--- src/cqs_pkg.sv ---
`timescale 1ns / 1ps
// ----------------------------------------------------------------------------
// cqs_pkg: shared types and codes for the circular queue with search
// Request and response payloads, operation and status codes, and the
// control/status bundles between the top level and the queue core.
// ----------------------------------------------------------------------------
package cqs_pkg;

  localparam logic [1:0] MODE_ENQ  = 2'd0;
  localparam logic [1:0] MODE_DEQ  = 2'd1;
  localparam logic [1:0] MODE_FIND = 2'd2;

  localparam logic [1:0] ST_OK       = 2'd0;
  localparam logic [1:0] ST_FULL     = 2'd1;
  localparam logic [1:0] ST_EMPTY    = 2'd2;
  localparam logic [1:0] ST_NOTFOUND = 2'd3;

  localparam int WORD_W = 32;

  typedef struct packed {
    logic [1:0]               mode;
    logic signed [WORD_W-1:0] value;
  } req_t;

  typedef struct packed {
    logic [1:0]               status;
    logic signed [WORD_W-1:0] data_out;
    logic [2:0]               slot_index;
    logic [3:0]               fill_level;
  } rsp_t;

  typedef struct packed {
    logic start;
    logic take;
  } seq_ctl_t;

  typedef struct packed {
    logic idle;
    logic done;
  } seq_sts_t;

endpackage

--- src/cqs_ram.sv ---
`timescale 1ns / 1ps
// ----------------------------------------------------------------------------
// cqs_ram: generic single-port-write, single-port-read RAM
// One write and one read per cycle; read data is registered.
// ----------------------------------------------------------------------------
module cqs_ram #(
  parameter int WIDTH = 32,
  parameter int DEPTH = 8
) (
  input  logic                     clk,
  input  logic                     we,
  input  logic [$clog2(DEPTH)-1:0] waddr,
  input  logic [WIDTH-1:0]         wdata,
  input  logic [$clog2(DEPTH)-1:0] raddr,
  output logic [WIDTH-1:0]         rdata
);

  logic [WIDTH-1:0] mem [DEPTH];

  always_ff @(posedge clk) begin
    if (we) begin
      mem[waddr] <= wdata;
    end
    rdata <= mem[raddr];
  end

endmodule

--- src/cqs_core.sv ---
`timescale 1ns / 1ps
// ----------------------------------------------------------------------------
// cqs_core: queue pointers, slot storage and search sequencer
// Runs one operation at a time; a find walks the slots from head through
// the single RAM read port and one 32-bit comparator, one slot per cycle.
// ----------------------------------------------------------------------------
module cqs_core #(
  parameter int DEPTH = 8
) (
  input  logic              clk,
  input  logic              rst,
  input  cqs_pkg::seq_ctl_t ctl,
  input  cqs_pkg::req_t     req,
  output cqs_pkg::seq_sts_t sts,
  output cqs_pkg::rsp_t     rsp
);

  localparam int PW = $clog2(DEPTH);
  localparam int CW = $clog2(DEPTH + 1);

  typedef enum logic [3:0] {
    S_IDLE = 4'b0001,
    S_DEQ  = 4'b0010,
    S_SCAN = 4'b0100,
    S_DONE = 4'b1000
  } state_t;

  state_t state, state_next;

  logic [PW-1:0] head, head_next;
  logic [PW-1:0] tail, tail_next;
  logic [CW-1:0] occ, occ_next;
  logic [PW-1:0] scan, scan_next;
  logic [PW-1:0] cnt, cnt_next;
  logic [cqs_pkg::WORD_W-1:0] value_r, value_next;
  logic [1:0]    status_r, status_next;
  logic [cqs_pkg::WORD_W-1:0] data_r, data_next;
  logic [PW-1:0] slot_r, slot_next;

  logic                        we;
  logic [PW-1:0]               raddr;
  logic [cqs_pkg::WORD_W-1:0]  rdata;

  function automatic logic [PW-1:0] nxt(input logic [PW-1:0] p);
    return (p == PW'(DEPTH - 1)) ? '0 : p + 1'b1;
  endfunction

  cqs_ram #(
    .WIDTH(cqs_pkg::WORD_W),
    .DEPTH(DEPTH)
  ) u_slots (
    .clk  (clk),
    .we   (we),
    .waddr(tail),
    .wdata(req.value),
    .raddr(raddr),
    .rdata(rdata)
  );

  always_comb begin
    state_next  = state;
    head_next   = head;
    tail_next   = tail;
    occ_next    = occ;
    scan_next   = scan;
    cnt_next    = cnt;
    value_next  = value_r;
    status_next = status_r;
    data_next   = data_r;
    slot_next   = slot_r;
    we          = 1'b0;
    raddr       = head;
    case (state)
      S_IDLE: begin
        if (ctl.start) begin
          value_next  = req.value;
          status_next = cqs_pkg::ST_OK;
          data_next   = '0;
          slot_next   = '0;
          scan_next   = head;
          cnt_next    = '0;
          state_next  = S_DONE;
          case (req.mode)
            cqs_pkg::MODE_ENQ: begin
              if (occ == CW'(DEPTH)) begin
                status_next = cqs_pkg::ST_FULL;
              end else begin
                we        = 1'b1;
                tail_next = nxt(tail);
                occ_next  = occ + 1'b1;
              end
            end
            cqs_pkg::MODE_DEQ: begin
              if (occ == '0) begin
                status_next = cqs_pkg::ST_EMPTY;
              end else begin
                state_next = S_DEQ;
              end
            end
            cqs_pkg::MODE_FIND: begin
              if (occ == '0) begin
                status_next = cqs_pkg::ST_EMPTY;
              end else begin
                state_next = S_SCAN;
              end
            end
            default: begin
              status_next = cqs_pkg::ST_OK;
            end
          endcase
        end
      end
      S_DEQ: begin
        data_next = rdata;
        occ_next  = occ - 1'b1;
        // queue drains: both pointers go back to slot zero
        if (occ == CW'(1)) begin
          head_next = '0;
          tail_next = '0;
        end else begin
          head_next = nxt(head);
        end
        state_next = S_DONE;
      end
      S_SCAN: begin
        // prefetch the following slot while comparing the current one
        raddr = nxt(scan);
        if (rdata == value_r) begin
          slot_next  = scan;
          state_next = S_DONE;
        end else if (CW'(cnt) + CW'(1) == occ) begin
          status_next = cqs_pkg::ST_NOTFOUND;
          state_next  = S_DONE;
        end else begin
          scan_next = nxt(scan);
          cnt_next  = cnt + 1'b1;
        end
      end
      S_DONE: begin
        if (ctl.take) begin
          state_next = S_IDLE;
        end
      end
      default: begin
        state_next = S_IDLE;
      end
    endcase
  end

  always_ff @(posedge clk) begin
    if (rst) begin
      state <= S_IDLE;
      head  <= '0;
      tail  <= '0;
      occ   <= '0;
    end else begin
      state <= state_next;
      head  <= head_next;
      tail  <= tail_next;
      occ   <= occ_next;
    end
  end

  always_ff @(posedge clk) begin
    scan     <= scan_next;
    cnt      <= cnt_next;
    value_r  <= value_next;
    status_r <= status_next;
    data_r   <= data_next;
    slot_r   <= slot_next;
  end

  assign sts.idle = (state == S_IDLE);
  assign sts.done = (state == S_DONE);

  assign rsp.status     = status_r;
  assign rsp.data_out   = signed'(data_r);
  assign rsp.slot_index = 3'(slot_r);
  assign rsp.fill_level = 4'(occ);

`ifndef SYNTHESIS
  a_occ_bound: assert property (@(posedge clk) disable iff (rst)
    occ <= CW'(DEPTH))
    else $error("occupancy above depth");

  a_empty_ptrs: assert property (@(posedge clk) disable iff (rst)
    (occ == '0) |-> (head == '0 && tail == '0))
    else $error("empty queue with pointers off slot zero");

  a_start_idle: assert property (@(posedge clk) disable iff (rst)
    ctl.start |-> (state == S_IDLE))
    else $error("operation started while busy");

  a_scan_range: assert property (@(posedge clk) disable iff (rst)
    (state == S_SCAN) |-> (CW'(cnt) < occ))
    else $error("search ran past the newest entry");

  a_ptr_gap: assert property (@(posedge clk) disable iff (rst)
    (occ != '0 && occ != CW'(DEPTH)) |-> (head != tail))
    else $error("pointers meet on a partly filled queue");
`endif

endmodule

--- src/circular_queue_with_search_top.sv ---
`timescale 1ns / 1ps
// ----------------------------------------------------------------------------
// circular_queue_with_search_top: circular queue with linear search
// Enqueue, dequeue and find on a DEPTH-entry queue of 32-bit words, with a
// response register between the queue core and the response channel.
//
//   channel | valid     | ready     | payload
//   --------+-----------+-----------+--------------------------------------
//   request | req_valid | req_ready | req: mode, value
//   response| rsp_valid | rsp_ready | rsp: status, data_out, slot_index,
//           |           |           |      fill_level
//
// Enqueue and mode three go straight to the done state, dequeue passes through
// a read state, and find scans: the core reads one slot a cycle through the
// single RAM read port and compares it against the target.
// Reset clears the state, pointers, count and response valid only; slot contents need no clearing.
// A result waiting on rsp_ready does not block the next request; a second
// finished result holds in the core until the response register frees.
// ----------------------------------------------------------------------------
module circular_queue_with_search_top #(
  parameter int DEPTH = 8
) (
  input  logic          clk,
  input  logic          rst,
  input  logic          req_valid,
  output logic          req_ready,
  input  cqs_pkg::req_t req,
  output logic          rsp_valid,
  input  logic          rsp_ready,
  output cqs_pkg::rsp_t rsp
);

  cqs_pkg::seq_ctl_t ctl;
  cqs_pkg::seq_sts_t sts;
  cqs_pkg::rsp_t     core_rsp;

  assign req_ready = sts.idle;
  assign ctl.start = req_valid && sts.idle;
  // move the finished result over when the response register is free
  assign ctl.take  = sts.done && (!rsp_valid || rsp_ready);

  cqs_core #(
    .DEPTH(DEPTH)
  ) u_core (
    .clk(clk),
    .rst(rst),
    .ctl(ctl),
    .req(req),
    .sts(sts),
    .rsp(core_rsp)
  );

  always_ff @(posedge clk) begin
    if (rst) begin
      rsp_valid <= 1'b0;
    end else if (ctl.take) begin
      rsp_valid <= 1'b1;
    end else if (rsp_ready) begin
      rsp_valid <= 1'b0;
    end
  end

  always_ff @(posedge clk) begin
    if (ctl.take) begin
      rsp <= core_rsp;
    end
  end

endmodule

--- config.mk ---
export PLATFORM = sky130hd
export DESIGN_NAME = circular_queue_with_search_top
export DESIGN_NICKNAME = d
export VERILOG_FILES = /design/src/cqs_pkg.sv /design/src/cqs_ram.sv /design/src/cqs_core.sv /design/src/circular_queue_with_search_top.sv
export SDC_FILE = /design/constraint.sdc
export NUM_CORES = 1
export LEC_CHECK = 0
export BUFFER_PORTS_ARGS = -buffer_cell sky130_fd_sc_hd__buf_2
export CAP_MARGIN = 15
export CORE_MARGIN = 2
export CORE_UTILIZATION = 35
export DETAILED_ROUTE_END_ITERATION = 7
export HOLD_SLACK_MARGIN = 0.15
export MAX_ROUTING_LAYER = met4
export PLACE_DENSITY = 0.6
export SLEW_MARGIN = 20
export SYNTH_ARGS = -nofsm -noshare
export SYNTH_HDL_FRONTEND = slang
export SYNTH_SLANG_ARGS = --single-unit
--- constraint.sdc ---
create_clock -name clk -period 6.74 [get_ports clk]
set_clock_uncertainty 0.1 [all_clocks]
set_input_delay 0.674 -clock clk [delete_from_list [all_inputs] [get_ports clk]]
set_output_delay 0.674 -clock clk [all_outputs]
set_load 0.005 [all_outputs]
==> flow_metrics.env, run 1 <==
export IMPL_status="completed"
export IMPL_rows=77
export IMPL_syn_num_nets=1085
export IMPL_power_density_nw_per_um2=305
export IMPL_clockBufferDepth=3
export IMPL_critPathArrivalTime_ps=3870
export IMPL_viasPerCell=4.87
export IMPL_fp_dieW_um=216
export IMPL_cp_end_kind="register"
export IMPL_synth_top_area_share=0.712
export IMPL_drc=0
export IMPL_syn_area_um2=15700
export IMPL_switching_share=0.210
export IMPL_cp_max_fo=66
export IMPL_cts_hold_buf=0
export IMPL_overflow=0
export IMPL_finalSetupViolCount=0
export IMPL_antenna_found_initial=6
export IMPL_synth_seq_cells=419
export IMPL_wirelength_um=34300
export IMPL_postRouteAntennaNets=0
export IMPL_post_cts_buffers=0
export IMPL_relSlewSlack=0.309
export IMPL_switchingPower_uw=1170
export IMPL_ys_types=45
export IMPL_yosys_area_top_type="edfxtp_1"
export IMPL_syn_to_final_growth_pct=16.2
export IMPL_cts_tree="built"
export IMPL_synth_warnings=0
export IMPL_core_area_um2=44200
export IMPL_yosysMostFrequentCell="edfxtp_1"
export IMPL_post_dp_hpwl_um=19200
export IMPL_drt_iter0_markers=809
export IMPL_track_usage=0.151
export IMPL_drv_slew=0
export IMPL_ir_drop_v=0.000173
export IMPL_place_congestion=0.766
export IMPL_yosysSeqAreaShare=0.772
export IMPL_fillers=3986
export IMPL_total_power_uw=5560
export IMPL_pwr_share_comb=0.046
export IMPL_syn_mean_instance_area_um2=15.2
export IMPL_fmax_mhz=283
export IMPL_reg2reg_depth=9
export IMPL_layout_drive_gt1_share=0.155
export IMPL_clock_sinks=419
export IMPL_syn_inst=1032
export IMPL_cts_repair_resized=0
export IMPL_die_area_um2=46500
export IMPL_grt_pass1_wl_um=51700
export IMPL_initial_core_util=0.355
export IMPL_post_drt_wl_per_cell_um=19.5
export IMPL_clk_transition_reported_paths_ps=70
export IMPL_async_flop_share=0
export IMPL_port_buffers=80
export IMPL_clk_latency_ps=550
export IMPL_htreeDepth=2
export IMPL_drtPass1Iterations=5
export IMPL_final_setup_tns_ps=0
export IMPL_maxCapViolations=0
export IMPL_crit_path_start_kind="register"
export IMPL_first_global_vias=8336
export IMPL_synth_edff_count=372
export IMPL_worst_slew_pin_slew_ps=1040
export IMPL_period_minus_slack_ps=3530
export IMPL_fin_nets=1182
export IMPL_ys_flop_type="edfxtp_1"
export IMPL_power_internal_uw=4390
export IMPL_crit_required_ps=7080
export IMPL_final_hold_viol_count=0
export IMPL_leakage_uw=0.00649
export IMPL_grt_max_degree=73
export IMPL_hold_class="primary input to register"
export IMPL_period_share=0.524
export IMPL_cts_root_buf="clkbuf_16"
export IMPL_pwr_share_clk=0.414
export IMPL_die_h_um=216
export IMPL_numCtsBuffers=42
export IMPL_whs_path_depth=1
export IMPL_grt_setup_unrepaired="no"
export IMPL_synth_common_cells="edfxtp_1, nand2_1, nand3_1"
export IMPL_num_vias=8553
export IMPL_seq_power_share=0.540
export IMPL_ios=81
export IMPL_synth_area_leaders="edfxtp_1, dfxtp_1, nand2_1"
export IMPL_worstSetupPathType="register to register"
## layer usage
metal | share of wire | vias up | global-route usage
met2 | 0.49 | 224 | 0.248
met5 | 0 | - | -
met3 | 0.058 | 49 | 0.0310
met4 | 0.017 | 0 | 0.0389
li1 | - | 4014 | -
met1 | 0.43 | 4266 | 0.192
## worst paths after layout
path                                       start                   endpoint  slack [ps]
worst max-delay path             u_core.state[2]    u_core.u_slots.rdata[6]        3210
worst min-delay path                     req[20]  u_core.u_slots.mem[6][20]         320
worst max register to register   u_core.state[2]    u_core.u_slots.rdata[6]        3210
worst min register to register  u_core.data_r[9]                    rsp[16]         320
## final cells by class
| cell class | instances | area [µm²] | share of cell area |
|---|---|---|---|
| flip-flops and latches | 419 | 12100 | 0.665 |
| well taps | 592 | 741 | 0.0407 |
| clock buffers | 64 | 1200 | 0.0661 |
| clock inverters | 11 | 155 | 0.00851 |
| multi-input cells | 560 | 3410 | 0.187 |
| repair buffers | 98 | 556 | 0.0305 |
| inverters | 8 | 30.0 | 0.00165 |
| diodes | 5 | 12.5 | 0.000687 |
## state kept, by name, summed over array words and instances (netlist names)
| name | count |
|---|---|
| rsp | 41 |
| rsp_valid | 1 |
| u_core.cnt | 3 |
| u_core.data_r | 32 |
| u_core.head | 3 |
| u_core.occ | 4 |
| u_core.scan | 3 |
| u_core.slot_r | 3 |
| u_core.state | 4 |
| u_core.status_r | 2 |
| u_core.tail | 3 |
| u_core.u_slots.mem | 256 |
| u_core.u_slots.rdata | 32 |
| u_core.value_r | 32 |
## worst max-delay path, cell delays in order (launching register included)
cell and delay [ps]:
dfxtp_1 510, nor4b_2 250, buf_4 240, mux2i_4 230, buf_4 580, inv_2 460, buf_4 460, nand2_1 180
nand3_1 90, and3_1 230
## power groups by stage
stage | Combinational, µW | Sequential (µW) | Clock, µW
5_1_grt | 285 | 3010 | 2470
2_1_floorplan | 139 | 3050 | 0
4_1_cts | 263 | 3000 | 2350
6_report | 257 | 3000 | 2300
3_3_place_gp | 257 | 3050 | 0
3_5_place_dp | 261 | 3060 | 0
## cells in the final DEF (no fill, tap or decap), drive strengths merged, types with 2 or more instances in the layout
master | netlist | layout
xnor2 | 8 | 8
ha | 15 | 15
or4b | 3 | 3
nor3 | 6 | 6
mux2i | 36 | 36
a21oi | 5 | 5
and3 | 32 | 32
nor4 | 10 | 10
a22oi | 3 | 3
o31ai | 2 | 2
a211oi | 2 | 2
xor2 | 34 | 34
clkinv | 0 | 6
buf | 17 | 98
inv | 8 | 9
nand3b | 5 | 5
o21ai | 5 | 5
diode | 0 | 5
nor3b | 3 | 3
or3 | 2 | 2
nor2 | 20 | 20
a21o | 2 | 2
nand2 | 208 | 208
nand2b | 3 | 3
edfxtp | 372 | 372
dfxtp | 47 | 47
nand3 | 70 | 70
nand4 | 4 | 4
and3b | 2 | 2
and2 | 37 | 37
a32oi | 32 | 32
nor4b | 3 | 3
bufinv | 0 | 3
clkbuf | 28 | 64
## cell families (layout without fill, tap and decap cells)
logic type	count (synthesis)	after routing	synth area share
adder cells (fa/ha/maj)	15	15	0.0120
AND/OR/NAND/NOR	411	411	0.125
AO/OA/AOI/OAI	56	56	0.0286
flip-flops	419	419	0.772
buffers and inverters	53	181	0.0152
other	0	5	0
XOR/XNOR	42	42	0.0235
multiplexers	36	36	0.0230
## stage by stage
step                      cell area (µm²)  utilization  hold slack [ps]  cells  setup slack (ps)
after floorplan                     15700            -              300   1032              1570
after global placement              16800        0.380              306   1676              3300
after detailed placement            16800        0.381              305   1677              3210
after CTS                           18200        0.412              298   1752              3190
after global routing                18200        0.412              303   1757              2940
final                               18200        0.412              316   1757              3210
No activity file was read; power rests on OpenSTA's default activity.
==> inputs of run 2 (changes only) <==
--- a/config.mk
+++ b/config.mk
@@ -12,7 +12,7 @@
 export DETAILED_ROUTE_END_ITERATION = 7
 export HOLD_SLACK_MARGIN = 0.15
 export MAX_ROUTING_LAYER = met4
-export PLACE_DENSITY = 0.6
+export PLACE_DENSITY = 0.62
 export SLEW_MARGIN = 20
 export SYNTH_ARGS = -nofsm -noshare
 export SYNTH_HDL_FRONTEND = slang
==> constraint.sdc (replaced) <==
create_clock -name clk -period 3.1 [get_ports clk]
set_clock_uncertainty 0.1 [all_clocks]
set_input_delay 0.31 -clock clk [delete_from_list [all_inputs] [get_ports clk]]
set_output_delay 0.31 -clock clk [all_outputs]
set_load 0.005 [all_outputs]
==> flow_metrics.env, run 2 (same netlist as run 1, synthesis figures left out) <==
export IMPL_cp_cell_sequence="or4b_2, or3_1, o31ai_4, buf_4, a32oi_1, and3_1"
export IMPL_cts_tree="built"
export IMPL_die_area_um2=46500
export IMPL_post_dp_hpwl_um=19000
export IMPL_largest_reg_flops=256
export IMPL_die_h_um=216
export IMPL_power_internal_uw=9360
export IMPL_track_usage=0.148
export IMPL_grt_setup_unrepaired="no"
export IMPL_grt_pass1_wl_um=51300
export IMPL_r2r_setup_slack_ps=250
export IMPL_switchingPower_uw=2520
export IMPL_seq_power_share=0.549
export IMPL_pwr_share_clk=0.398
export IMPL_antenna_found_initial=5
export IMPL_cts_repair_resized=0
export IMPL_hold_class="register to register"
export IMPL_clock_sinks=419
export IMPL_met1_usage=0.194
export IMPL_cp_end_kind="register"
export IMPL_crit_family="simple AND/OR/NAND/NOR gates"
export IMPL_cpPeakStageDelay_ps=740
export IMPL_status="completed"
export IMPL_regMostFlops="u_core.u_slots.mem"
export IMPL_num_vias=8585
export IMPL_wirelength_um=33700
export IMPL_htreeDepth=2
export IMPL_syn_to_final_growth_pct=19.7
export IMPL_period_share=0.920
export IMPL_layout_drive_gt1_share=0.153
export IMPL_initial_core_util=0.355
export IMPL_regToRegStartpoint="u_core.state[2]"
export IMPL_cts_root_buf="clkbuf_16"
export IMPL_busiest_layer="met2"
export IMPL_fp_dieW_um=216
export IMPL_cts_hold_buf=37
export IMPL_crit_start="u_core.state[2]"
export IMPL_final_setup_tns_ps=0
export IMPL_drt_iter0_markers=713
export IMPL_critPathCapture="u_core.u_slots.rdata[19]"
export IMPL_worstSetupPathType="register to register"
export IMPL_rr_endpoint="u_core.u_slots.rdata[19]"
export IMPL_layout_common_cells="edfxtp_1, nand2_1, buf_2"
export IMPL_reg_largest_list="u_core.u_slots.mem x256, rsp x41"
export IMPL_critPathArrivalTime_ps=3190
export IMPL_use_met3=0.0235
export IMPL_pwr_share_comb=0.053
export IMPL_post_cts_buffers=0
export IMPL_slowest_stage="or4b_2"
export IMPL_clk_transition_reported_paths_ps=60
export IMPL_finalSetupViolCount=0
export IMPL_port_buffers=80
export IMPL_place_congestion=0.745
export IMPL_crit_required_ps=3430
export IMPL_leakage_uw=0.00670
export IMPL_grt_max_degree=73
export IMPL_post_place_ws_ps=256
export IMPL_layout_commonest_cell="edfxtp_1"
export IMPL_path_buf_inv=1
export IMPL_gr_usage_met2=0.241
export IMPL_switching_share=0.212
export IMPL_final_hold_viol_count=0
export IMPL_maxCapViolations=0
export IMPL_setup_slack_ps=247
export IMPL_cp_max_fo=20
export IMPL_postRouteAntennaNets=0
export IMPL_overflow=0
export IMPL_crit_path_start_kind="register"
export IMPL_first_global_vias=8522
export IMPL_drv_slew=0
export IMPL_ios=81
export IMPL_period_minus_slack_ps=2850
export IMPL_fin_nets=1228
export IMPL_worst_slew_pin_slew_ps=873
export IMPL_power_density_nw_per_um2=633
export IMPL_clk_latency_ps=540
export IMPL_post_drt_wl_per_cell_um=18.7
export IMPL_fmax_mhz=351
export IMPL_drtPass1Iterations=5
export IMPL_ir_drop_v=0.000328
export IMPL_viasPerCell=4.76
export IMPL_reg2reg_depth=6
export IMPL_core_area_um2=44200
export IMPL_drc=0
export IMPL_rows=77
export IMPL_clockBufferDepth=3
export IMPL_crit_cells=6
export IMPL_hold_slack_ps=314
export IMPL_relSlewSlack=0.413
export IMPL_numCtsBuffers=41
## run 2: area by class of cell
class | instances | area [µm²]
clock buffer | 69 | 1230
sequential | 419 | 12100
antenna | 4 | 10.0
clock inverter | 6 | 50.0
inverter | 8 | 33.8
multi-input combinational | 560 | 3450
tap | 592 | 741
fill | 3928 | 25500
timing repair buffer | 145 | 1140
## run 2: metal layers
metal	wire, µm	share of wire	vias up
li1	-	-	4111
met1	15000	0.44	4237
met2	16400	0.49	190
met3	1630	0.048	47
met4	714	0.021	0
met5	0	0	-
## run 2: power by group through the flow
stage	clock [µW]	combinational, µW	sequential [µW]
6_report	4730	631	6520
5_1_grt	5050	702	6540
4_1_cts	4830	644	6530
3_5_place_dp	0	599	6650
3_3_place_gp	0	591	6640
2_1_floorplan	0	314	6620
## run 2: worst min-delay path by stage
stage | slack [ps] | to | depth (start not counted) | startpoint
6_report | 310 | rsp[36] | 0 | u_core.data_r[29]
5_1_grt | 320 | rsp[29] | 0 | u_core.data_r[22]
4_1_cts | 320 | rsp[36] | 0 | u_core.data_r[29]
3_5_place_dp | 300 | rsp[26] | 0 | u_core.data_r[19]
3_3_place_gp | 300 | rsp[6] | 0 | u_core.slot_r[2]
2_1_floorplan | 280 | u_core.occ[1] | 1 | rst
## run 2: per-stage QoR
| stage | util | instance area, µm² | std cells | total power, µW |
|---|---|---|---|---|
| after floorplan | - | 15800 | 1032 | 6940 |
| after global placement | 0.387 | 17100 | 1687 | 7230 |
| after detailed placement | 0.387 | 17100 | 1687 | 7240 |
| after CTS | 0.424 | 18800 | 1799 | 12000 |
| after global routing | 0.424 | 18800 | 1803 | 12300 |
| final | 0.424 | 18800 | 1803 | 11900 |
